## src/rtl/cosine_similarity_macros.svh

```systemverilog
// Assertion macros for the cosine similarity controller (cs_ctrl).
`ifndef COSINE_SIMILARITY_MACROS_SVH
`define COSINE_SIMILARITY_MACROS_SVH

// Implication checked on every clock, off during reset.
`define CS_ASSERT_IMP(label, clk, rst_n, ante, cons, msg) \
  label: assert property (@(posedge clk) disable iff (!rst_n) (ante) |-> (cons)) \
    else $error(msg);

// Next-cycle implication.
`define CS_ASSERT_NEXT(label, clk, rst_n, ante, cons, msg) \
  label: assert property (@(posedge clk) disable iff (!rst_n) (ante) |=> (cons)) \
    else $error(msg);

`endif

```

## src/rtl/cs_pkg.sv

```systemverilog
package cs_pkg;

  localparam int ACC_W = 48;
  localparam int OUT_W = 16;
  localparam int ONE_Q14 = 16384;
  // magnitude search: q in 0..16384, 15 iterations
  localparam int Q_W = 15;
  localparam int ITER_N = 15;
  localparam int ITER_W = 4;
  // P up to 2^94, t^2 up to 2^30: compare widths
  localparam int P_W = 94;
  localparam int CMP_W = 128;

  localparam logic signed [ACC_W-1:0] ACC_MAX = {1'b0, {(ACC_W-1){1'b1}}};
  localparam logic signed [ACC_W-1:0] ACC_MIN = {1'b1, {(ACC_W-1){1'b0}}};

  typedef enum logic [6:0] {
    ST_ACC    = 7'b0000001,
    ST_PREP   = 7'b0000010,
    ST_PMUL   = 7'b0000100,
    ST_TSQ    = 7'b0001000,
    ST_CMUL   = 7'b0010000,
    ST_CMP    = 7'b0100000,
    ST_OUT    = 7'b1000000
  } cs_state_t;

  typedef struct packed {
    logic accum;     // accumulate the input pair
    logic clear;     // clear accumulators after the sum
    logic prep;      // latch final sums, start the search
    logic pmul;      // partial product step of P or xy^2
    logic tsq;       // form t*t for the current midpoint
    logic cmul;      // partial product step of P*t^2
    logic cmp;       // compare and narrow the interval
  } cs_cmd_t;

  typedef struct packed {
    logic pmul_done;
    logic cmul_done;
    logic search_done;
  } cs_sts_t;

endpackage

```

## src/rtl/cs_ctrl.sv

```systemverilog
`include "cosine_similarity_macros.svh"

module cs_ctrl
  import cs_pkg::*;
(
  input  logic    clk,
  input  logic    rst_n,
  input  logic    in_valid,
  output logic    in_ready,
  input  logic    in_row_end,
  output logic    out_valid,
  input  logic    out_ready,
  input  cs_sts_t sts,
  output cs_cmd_t cmd,
  output logic    res_load
);

  cs_state_t state_r, state_nxt;
  logic      out_valid_r, out_valid_nxt;
  logic      in_fire;

  // Results wait in the output register; a new row may start meanwhile.
  assign in_ready = (state_r == ST_ACC);
  assign in_fire  = in_valid && in_ready;
  assign out_valid = out_valid_r;

  always_comb begin
    state_nxt = state_r;
    cmd = '0;
    res_load = 1'b0;
    out_valid_nxt = out_valid_r && !out_ready;
    case (state_r)
      ST_ACC: begin
        if (in_fire) begin
          cmd.accum = 1'b1;
          if (in_row_end) state_nxt = ST_PREP;
        end
      end
      ST_PREP: begin
        cmd.prep = 1'b1;
        cmd.clear = 1'b1;
        state_nxt = ST_PMUL;
      end
      ST_PMUL: begin
        cmd.pmul = 1'b1;
        if (sts.pmul_done) state_nxt = ST_TSQ;
      end
      ST_TSQ: begin
        if (sts.search_done) state_nxt = ST_OUT;
        else begin
          cmd.tsq = 1'b1;
          state_nxt = ST_CMUL;
        end
      end
      ST_CMUL: begin
        cmd.cmul = 1'b1;
        if (sts.cmul_done) state_nxt = ST_CMP;
      end
      ST_CMP: begin
        cmd.cmp = 1'b1;
        state_nxt = ST_TSQ;
      end
      ST_OUT: begin
        if (!out_valid_r || out_ready) begin
          res_load = 1'b1;
          out_valid_nxt = 1'b1;
          state_nxt = ST_ACC;
        end
      end
      default: state_nxt = ST_ACC;
    endcase
  end

  always_ff @(posedge clk) begin
    if (!rst_n) begin
      state_r     <= ST_ACC;
      out_valid_r <= 1'b0;
    end else begin
      state_r     <= state_nxt;
      out_valid_r <= out_valid_nxt;
    end
  end

  `CS_ASSERT_IMP(a_onehot, clk, rst_n, 1'b1, $onehot(state_r), "state not one-hot")
  `CS_ASSERT_NEXT(a_row_end, clk, rst_n, in_fire && in_row_end, state_r == ST_PREP,
                  "row end did not start back end")
  `CS_ASSERT_NEXT(a_load, clk, rst_n, res_load, out_valid_r, "result load lost")
  `CS_ASSERT_IMP(a_noload, clk, rst_n, res_load, state_r == ST_OUT, "load outside output state")

endmodule

```

## config.mk

```make
export PLATFORM = sky130hd
export DESIGN_NAME = cs_ctrl
export DESIGN_NICKNAME = d
export VERILOG_FILES = /design/src/rtl/cs_pkg.sv /design/src/rtl/cs_ctrl.sv
export VERILOG_INCLUDE_DIRS = /design/src /design/src/rtl
export SDC_FILE = /design/constraint.sdc
export NUM_CORES = 1
export LEC_CHECK = 0
export BUFFER_PORTS_ARGS = -buffer_cell sky130_fd_sc_hd__buf_2
export CORE_AREA = 10 10 47 49
export CTS_BUF_LIST = sky130_fd_sc_hd__clkbuf_8
export DETAILED_ROUTE_END_ITERATION = 10
export DIE_AREA = 0 0 57 59
export PLACE_DENSITY = 0.71
export SLEW_MARGIN = 20
export SYNTH_ARGS = -nofsm -noshare
export SYNTH_HDL_FRONTEND = slang
export SYNTH_SLANG_ARGS = --single-unit
```

## constraint.sdc

```tcl
create_clock -name clk -period 1.2 [get_ports clk]
set_input_delay 0.06 -clock clk [delete_from_list [all_inputs] [get_ports clk]]
set_output_delay 0.06 -clock clk [all_outputs]
set_load 0.1 [all_outputs]
```

==> results of run 1 <==
flip-flops by register name, summed over array words and instances, names as in the netlist:
| name | cells |
|---|---|
| state_r | 7 |
| out_valid | 1 |
final timing paths:
check | startpoint | end | slack [ns] | cells after the start
worst max register to register | state_r[3] | state_r[1] | -0.27 | 5
worst min register to register | out_valid | out_valid | 0.50 | 2
worst min-delay path | out_ready | out_valid | 0.14 | 3
worst max-delay path | state_r[3] | cmd[4] | -0.29 | 3
repair_timing:
item	4_1_cts	5_1_grt
pin swaps	14	12
gates resized for setup	15	14
endpoints found under the hold margin	0	0
setup buffers	9	4
endpoints found under the setup margin	16	16
area by class of cell:
cell class | count | area (um^2)
multi-input cells | 52 | 474.2
repair buffers | 44 | 445.4
clock inverters | 1 | 3.754
well taps | 16 | 20.02
clock buffers | 3 | 41.29
fillers | 74 | 230.2
inverters | 2 | 7.507
flip-flops and latches | 8 | 178.9
synthesized netlist by cell type, types with 2 or more instances:
cell type,n
sky130_fd_sc_hd__nor3_1,5
sky130_fd_sc_hd__dfxtp_1,8
sky130_fd_sc_hd__nand2_1,4
sky130_fd_sc_hd__nand4_2,2
sky130_fd_sc_hd__inv_1,2
sky130_fd_sc_hd__buf_2,2
sky130_fd_sc_hd__nor2b_1,3
sky130_fd_sc_hd__and3_1,2
sky130_fd_sc_hd__a31oi_1,2
sky130_fd_sc_hd__o21ai_0,2
sky130_fd_sc_hd__nand3_1,3
sky130_fd_sc_hd__a21boi_0,2
sky130_fd_sc_hd__nor2_1,5
sky130_fd_sc_hd__nor3b_1,5
sky130_fd_sc_hd__o211ai_1,3
critical path: stages (launching register included):
cell                      delay (ns)
sky130_fd_sc_hd__dfxtp_2        0.34
sky130_fd_sc_hd__nor3_4         0.29
sky130_fd_sc_hd__and4b_2        0.37
sky130_fd_sc_hd__buf_12         0.19
metal layers:
layer | up-vias | routed length, um | part of all wire [%] | global-route usage [%]
li1 | 327 | - | - | -
met1 | 330 | 884 | 40 | 12.24
met2 | 19 | 1186 | 54 | 21.55
met3 | 2 | 97 | 4.4 | 3.433
met4 | 0 | 17 | 0.78 | 5.705
met5 | - | 0 | 0 | 0
report_power, final:
part / leakage (nW) / switching (mW) / internal (mW) / total [mW]
logic: 0.414 / 0.615 / 0.544 / 1.16
registers: 0.0687 / 0.0623 / 0.292 / 0.355
clock network: 0.0269 / 0.115 / 0.222 / 0.337
per-stage QoR:
step,TNS [ns],cells,power [mW]
2_1_floorplan,-4.833,67,0.9633
3_3_place_gp,-1.704,110,1.304
3_5_place_dp,-2.064,110,1.324
4_1_cts,-3.347,123,1.760
5_1_grt,-4.636,126,1.936
6_report,-3.623,126,1.851
logic make-up (layout without fill, tap and decap cells):
family	count (synthesis)	count (layout)	share of synthesized area, %
and+or+nand+nor	39	39	47.15
AOI/OAI and AO/OA	11	11	13.21
DFF	8	8	29.16
xor gates and xnor gates	2	2	3.190
buffers and inverters	7	50	7.290
==> reports/metrics.cfg, run 1 <==
[outcome]
run_status=finished with violations
violations=negative setup slack

[cells_and_area]
most-common-layout-cells=sky130_fd_sc_hd__buf_4, sky130_fd_sc_hd__buf_12, sky130_fd_sc_hd__buf_2
layout-drive-gt1-share_pct=70.91
final_core_utilization_pct=83.57
area_growth_syn_to_layout_pct=113.2
final_nets=119
final_design_area_no_fill_um2=1171
most_common_cell_after_layout_fill_and_taps_aside=sky130_fd_sc_hd__buf_4
antenna_cells=0

[run]
timing.max_cap.violations=0

[logic_synthesis]
synth-edff-count=0
async_reset_ff_share_pct=0
yosys.cell_types.count=32
yosys_register_bits=8
post-synth-top-area-cell=sky130_fd_sc_hd__dfxtp_1
syn_area_um2=549.3
synth_cells=67
synthesis.nets=75
synth_largest_type_area_fraction_pct=29.16
synth_top_flop_cell=sky130_fd_sc_hd__dfxtp_1
ys_warn_count=0
yosys-top-cells-area=sky130_fd_sc_hd__dfxtp_1, sky130_fd_sc_hd__nor3b_1, sky130_fd_sc_hd__nand4_2, sky130_fd_sc_hd__nor3_1, sky130_fd_sc_hd__o211ai_1
synth_seq_area_share_pct=29.16
mean_instance_size_in_the_synthesized_netlist_um2=8.198

[cts]
num_cts_buffers=3
post_cts_hold_buffer_count=0
path_clk_slew_ns=0.04
clock_root_cell=sky130_fd_sc_hd__clkbuf_8
buffer_depth_of_the_longest_clock_path=2
tritoncts=built
clock-sinks=8
worstSkewPairLatency_ns=0.23
h-tree-depth=1

[grt]
grt.overflow.total=0
gr-usage-all-layers_pct=11.89
first_global_vias=719
grt_start_max_net_pins=10
antenna_found_initial=0
grt_pass1_wl_mm=3.277

[setup_path]
crit_path_capture_type=primary output
worst_ep_arrival_time_ns=1.43
setup.worst_path.start_class=flip-flop
critPathKind=reg -> out
cp_max_fo=6
required_ns=1.14

[placed_design]
gp_routability_congestion=0.8734
place_area_um2=940.9
io_buffer_count=17
preCtsSetupSlack_ns=-0.2574
place_hpwl_mm=1.377

[route]
routed_via_density=5.381
drt_first_iter_violations=16
drt-pass1-iter-count=4
detail_route.wl_per_cell_um=17.34
drt.antenna.violating_nets=0
drt-total-wl_mm=2.185
via_count=678
drt_drc_violations_left=0

[timing]
transition_time_of_the_tightest_slew_check_pin_ns=0.4861
final.setup.worst_slack_ns=-0.2869
rsz0062_at_grt=true
max_slew_margin_pct=67.82
timing.final.max_slew_violations=0
max_clock_freq_mhz=672.6
timing.final.crit_period_ns=1.487
min_period_over_period_pct=123.9
clock-skew-final_ns=0.0009634
final.hold.worst_slack_ns=0.1400
setup_viol=15
hold_viol_final=0

[pwr]
vdd_ir_max_uv=2092
p_leak_nw=0.5095
power-per-cell-area_nw_per_um2=1580

[die]
floorplan.die_area_um2=3363
ioPinCount=18
die_width_um=57
core_region_area_um2=1401
starting_utilization_of_the_core_area_pct=39.20
die_h_um=59
rows=14

[worst_hold_path]
hold_path_class=in -> reg

No activity file was read; power rests on OpenSTA's default activity.
==> run 2: changes to the inputs <==
--- a/config.mk
+++ b/config.mk
@@ -7,10 +7,10 @@
 export NUM_CORES = 1
 export LEC_CHECK = 0
 export BUFFER_PORTS_ARGS = -buffer_cell sky130_fd_sc_hd__buf_2
-export CORE_AREA = 10 10 47 49
+export CORE_AREA = 5 5 42 44
 export CTS_BUF_LIST = sky130_fd_sc_hd__clkbuf_8
 export DETAILED_ROUTE_END_ITERATION = 10
-export DIE_AREA = 0 0 57 59
+export DIE_AREA = 0 0 47 49
 export PLACE_DENSITY = 0.71
 export SLEW_MARGIN = 20
 export SYNTH_ARGS = -nofsm -noshare
==> run 2 against run 1 <==
The flow still finishes with violations (negative setup slack). Critical path type unchanged. Core utilization shrank 1.3 points. Highest routed layer unchanged. First-iteration DRC count shrank 13%. Die area fell by 32%. Global-route usage grew 9.4 points. Fmax decreased by 2.7%. Total power up 1.4%. Clock skew grew 0.0013 ns.
==> reports/metrics.cfg, run 2 (synthesis gave the netlist of run 1 again) <==
[grt]
grt_start_max_net_pins=10
first_global_vias=741
gr-usage-all-layers_pct=21.33
grt.overflow.total=0
grt_pass1_wl_mm=3.463
antenna_found_initial=0

[outcome]
violations=negative setup slack
run_status=finished with violations

[die]
ioPinCount=18
floorplan.die_area_um2=2303
starting_utilization_of_the_core_area_pct=39.20
die_width_um=47
rows=14
die_h_um=49
core_region_area_um2=1401

[setup_path]
reg2regPathDepth=6
critPathBufInv=1
critical_path.slowest_cell=sky130_fd_sc_hd__dfxtp_4
cp-endpoint=cmd[6]
cpPeakStageDelay_ns=0.35
setup.worst_path.start_class=flip-flop
ff2ff_setup_slack_ns=-0.29
reg2reg_from=state_r[3]
worst_path_dominant_cell_family=simple AND/OR/NAND/NOR gates
crit_path_start=state_r[3]
timing.critical_path.cells=nor3_4, and3_2, and2_4, buf_12
cp_max_fo=5
timing.rr.end=state_r[1]
crit_path_capture_type=primary output
worst_ep_arrival_time_ns=1.47
critPathKind=reg -> out
required_ns=1.14
number_of_cells_on_the_critical_path=4

[pwr]
internal-power_mw=1.040
power-per-cell-area_nw_per_um2=1628
clkPwrFrac_pct=19.0
seq_power_share_pct=19.9
power_frac_comb_pct=61.1
p_switching_uw=836.0
vdd_ir_max_uv=2350
p_leak_nw=0.4814
netSwitchingFraction_pct=44.56
post-layout-total-power_mw=1.876

[placed_design]
io_buffer_count=17
gp_routability_congestion=0.8468
place_hpwl_mm=1.206

[cells_and_area]
final_nets=120
antenna_cells=0
area_growth_syn_to_layout_pct=109.8
num-fill-cells=70
most-common-layout-cells=sky130_fd_sc_hd__buf_4, sky130_fd_sc_hd__buf_12, sky130_fd_sc_hd__buf_2
most_common_cell_after_layout_fill_and_taps_aside=sky130_fd_sc_hd__buf_4
layout-drive-gt1-share_pct=68.47
top_register=state_r
largest_register_ff_count=7

[timing]
final.hold.worst_slack_ns=0.1231
rsz0062_at_grt=true
max_slew_margin_pct=68.00
timing.final.crit_period_ns=1.528
clock-skew-final_ns=0.002219
timing.final.max_slew_violations=0
min_period_over_period_pct=127.3
final.setup.worst_slack_ns=-0.3276
hold_viol_final=0
max_clock_freq_mhz=654.6
transition_time_of_the_tightest_slew_check_pin_ns=0.4834
setup_viol=16

[cts]
clock-sinks=8
tritoncts=built
worstSkewPairLatency_ns=0.24
path_clk_slew_ns=0.04
h-tree-depth=1
buffer_depth_of_the_longest_clock_path=2
num_cts_buffers=3
clock_root_cell=sky130_fd_sc_hd__clkbuf_8

[route]
detail_route.wl_per_cell_um=17.69
drt_first_iter_violations=14
drt.antenna.violating_nets=0
drt-total-wl_mm=2.247
routed_via_density=5.685
via_count=722
drt-pass1-iter-count=4
drt_drc_violations_left=0

[run]
timing.max_cap.violations=0

[worst_hold_path]
min_delay_path_depth=3
hold_path_class=in -> reg

[run 2: repair_timing]
| action | in CTS | in global routing |
|---|---|---|
| hold buffers | 0 | 0 |
| setup buffers | 13 | 4 |
| gates cloned | 0 | 0 |
| setup endpoints to repair | 16 | 17 |
| resized for setup | 17 | 7 |
| pin swaps | 11 | 9 |
[run 2: cell type report]
cell class / instances / area [um^2] / area share [%]
Sequential cell: 8 / 177.7 / 15.42
Multi-Input combinational cell: 52 / 460.4 / 39.96
Timing Repair Buffer: 45 / 441.7 / 38.33
Clock buffer: 3 / 41.29 / 3.583
Tap cell: 16 / 20.02 / 1.737
Clock inverter: 1 / 3.754 / 0.3257
Inverter: 2 / 7.507 / 0.6515
[run 2: metal layers]
layer / up-vias / track usage, % / share of wire (%) / wire length, um
met2: 36 / 38.69 / 57 / 1278
met4: 0 / 11.06 / 3.2 / 73
li1: 330 / - / - / -
met5: - / 0 / 0 / 0
met1: 348 / 20.40 / 34 / 753
met3: 8 / 5.535 / 6.3 / 141
[run 2: worst reg2reg max path, stage by stage (launching register included)]
cell                      delay [ns]
sky130_fd_sc_hd__dfxtp_4        0.35
sky130_fd_sc_hd__nor3_4         0.28
sky130_fd_sc_hd__buf_4          0.18
sky130_fd_sc_hd__buf_6          0.09
sky130_fd_sc_hd__nand4_4        0.10
sky130_fd_sc_hd__and3_4         0.20
sky130_fd_sc_hd__and3_1         0.17
[run 2: worst min-delay path by stage]
stage            endpoint      start
2_1_floorplan  state_r[0]      rst_n
3_3_place_gp   state_r[0]      rst_n
3_5_place_dp   state_r[0]      rst_n
4_1_cts        state_r[0]      rst_n
5_1_grt         out_valid  out_ready
6_report        out_valid  out_ready
[run 2: power groups by stage]
stage / Clock [mW] / Combinational, mW / Sequential, mW
global placement: 0 / 0.955 / 0.347
floorplan: 0 / 0.661 / 0.302
detailed placement: 0 / 0.966 / 0.349
global route: 0.380 / 1.19 / 0.373
CTS: 0.344 / 1.06 / 0.352
finish: 0.357 / 1.15 / 0.372
[run 2: metrics by stage]
stage	instance area, um^2	setup slack [ns]	utilization, %	TNS, ns	instances
after CTS	1117	-0.2620	79.73	-3.310	124
after global routing	1152	-0.3874	82.23	-5.442	127
after detailed placement	918.4	-0.2186	65.54	-2.138	107
after global placement	918.4	-0.1959	65.54	-2.012	107
after floorplan	630.6	-0.6878	-	-4.833	67
final	1152	-0.3276	82.23	-4.376	127
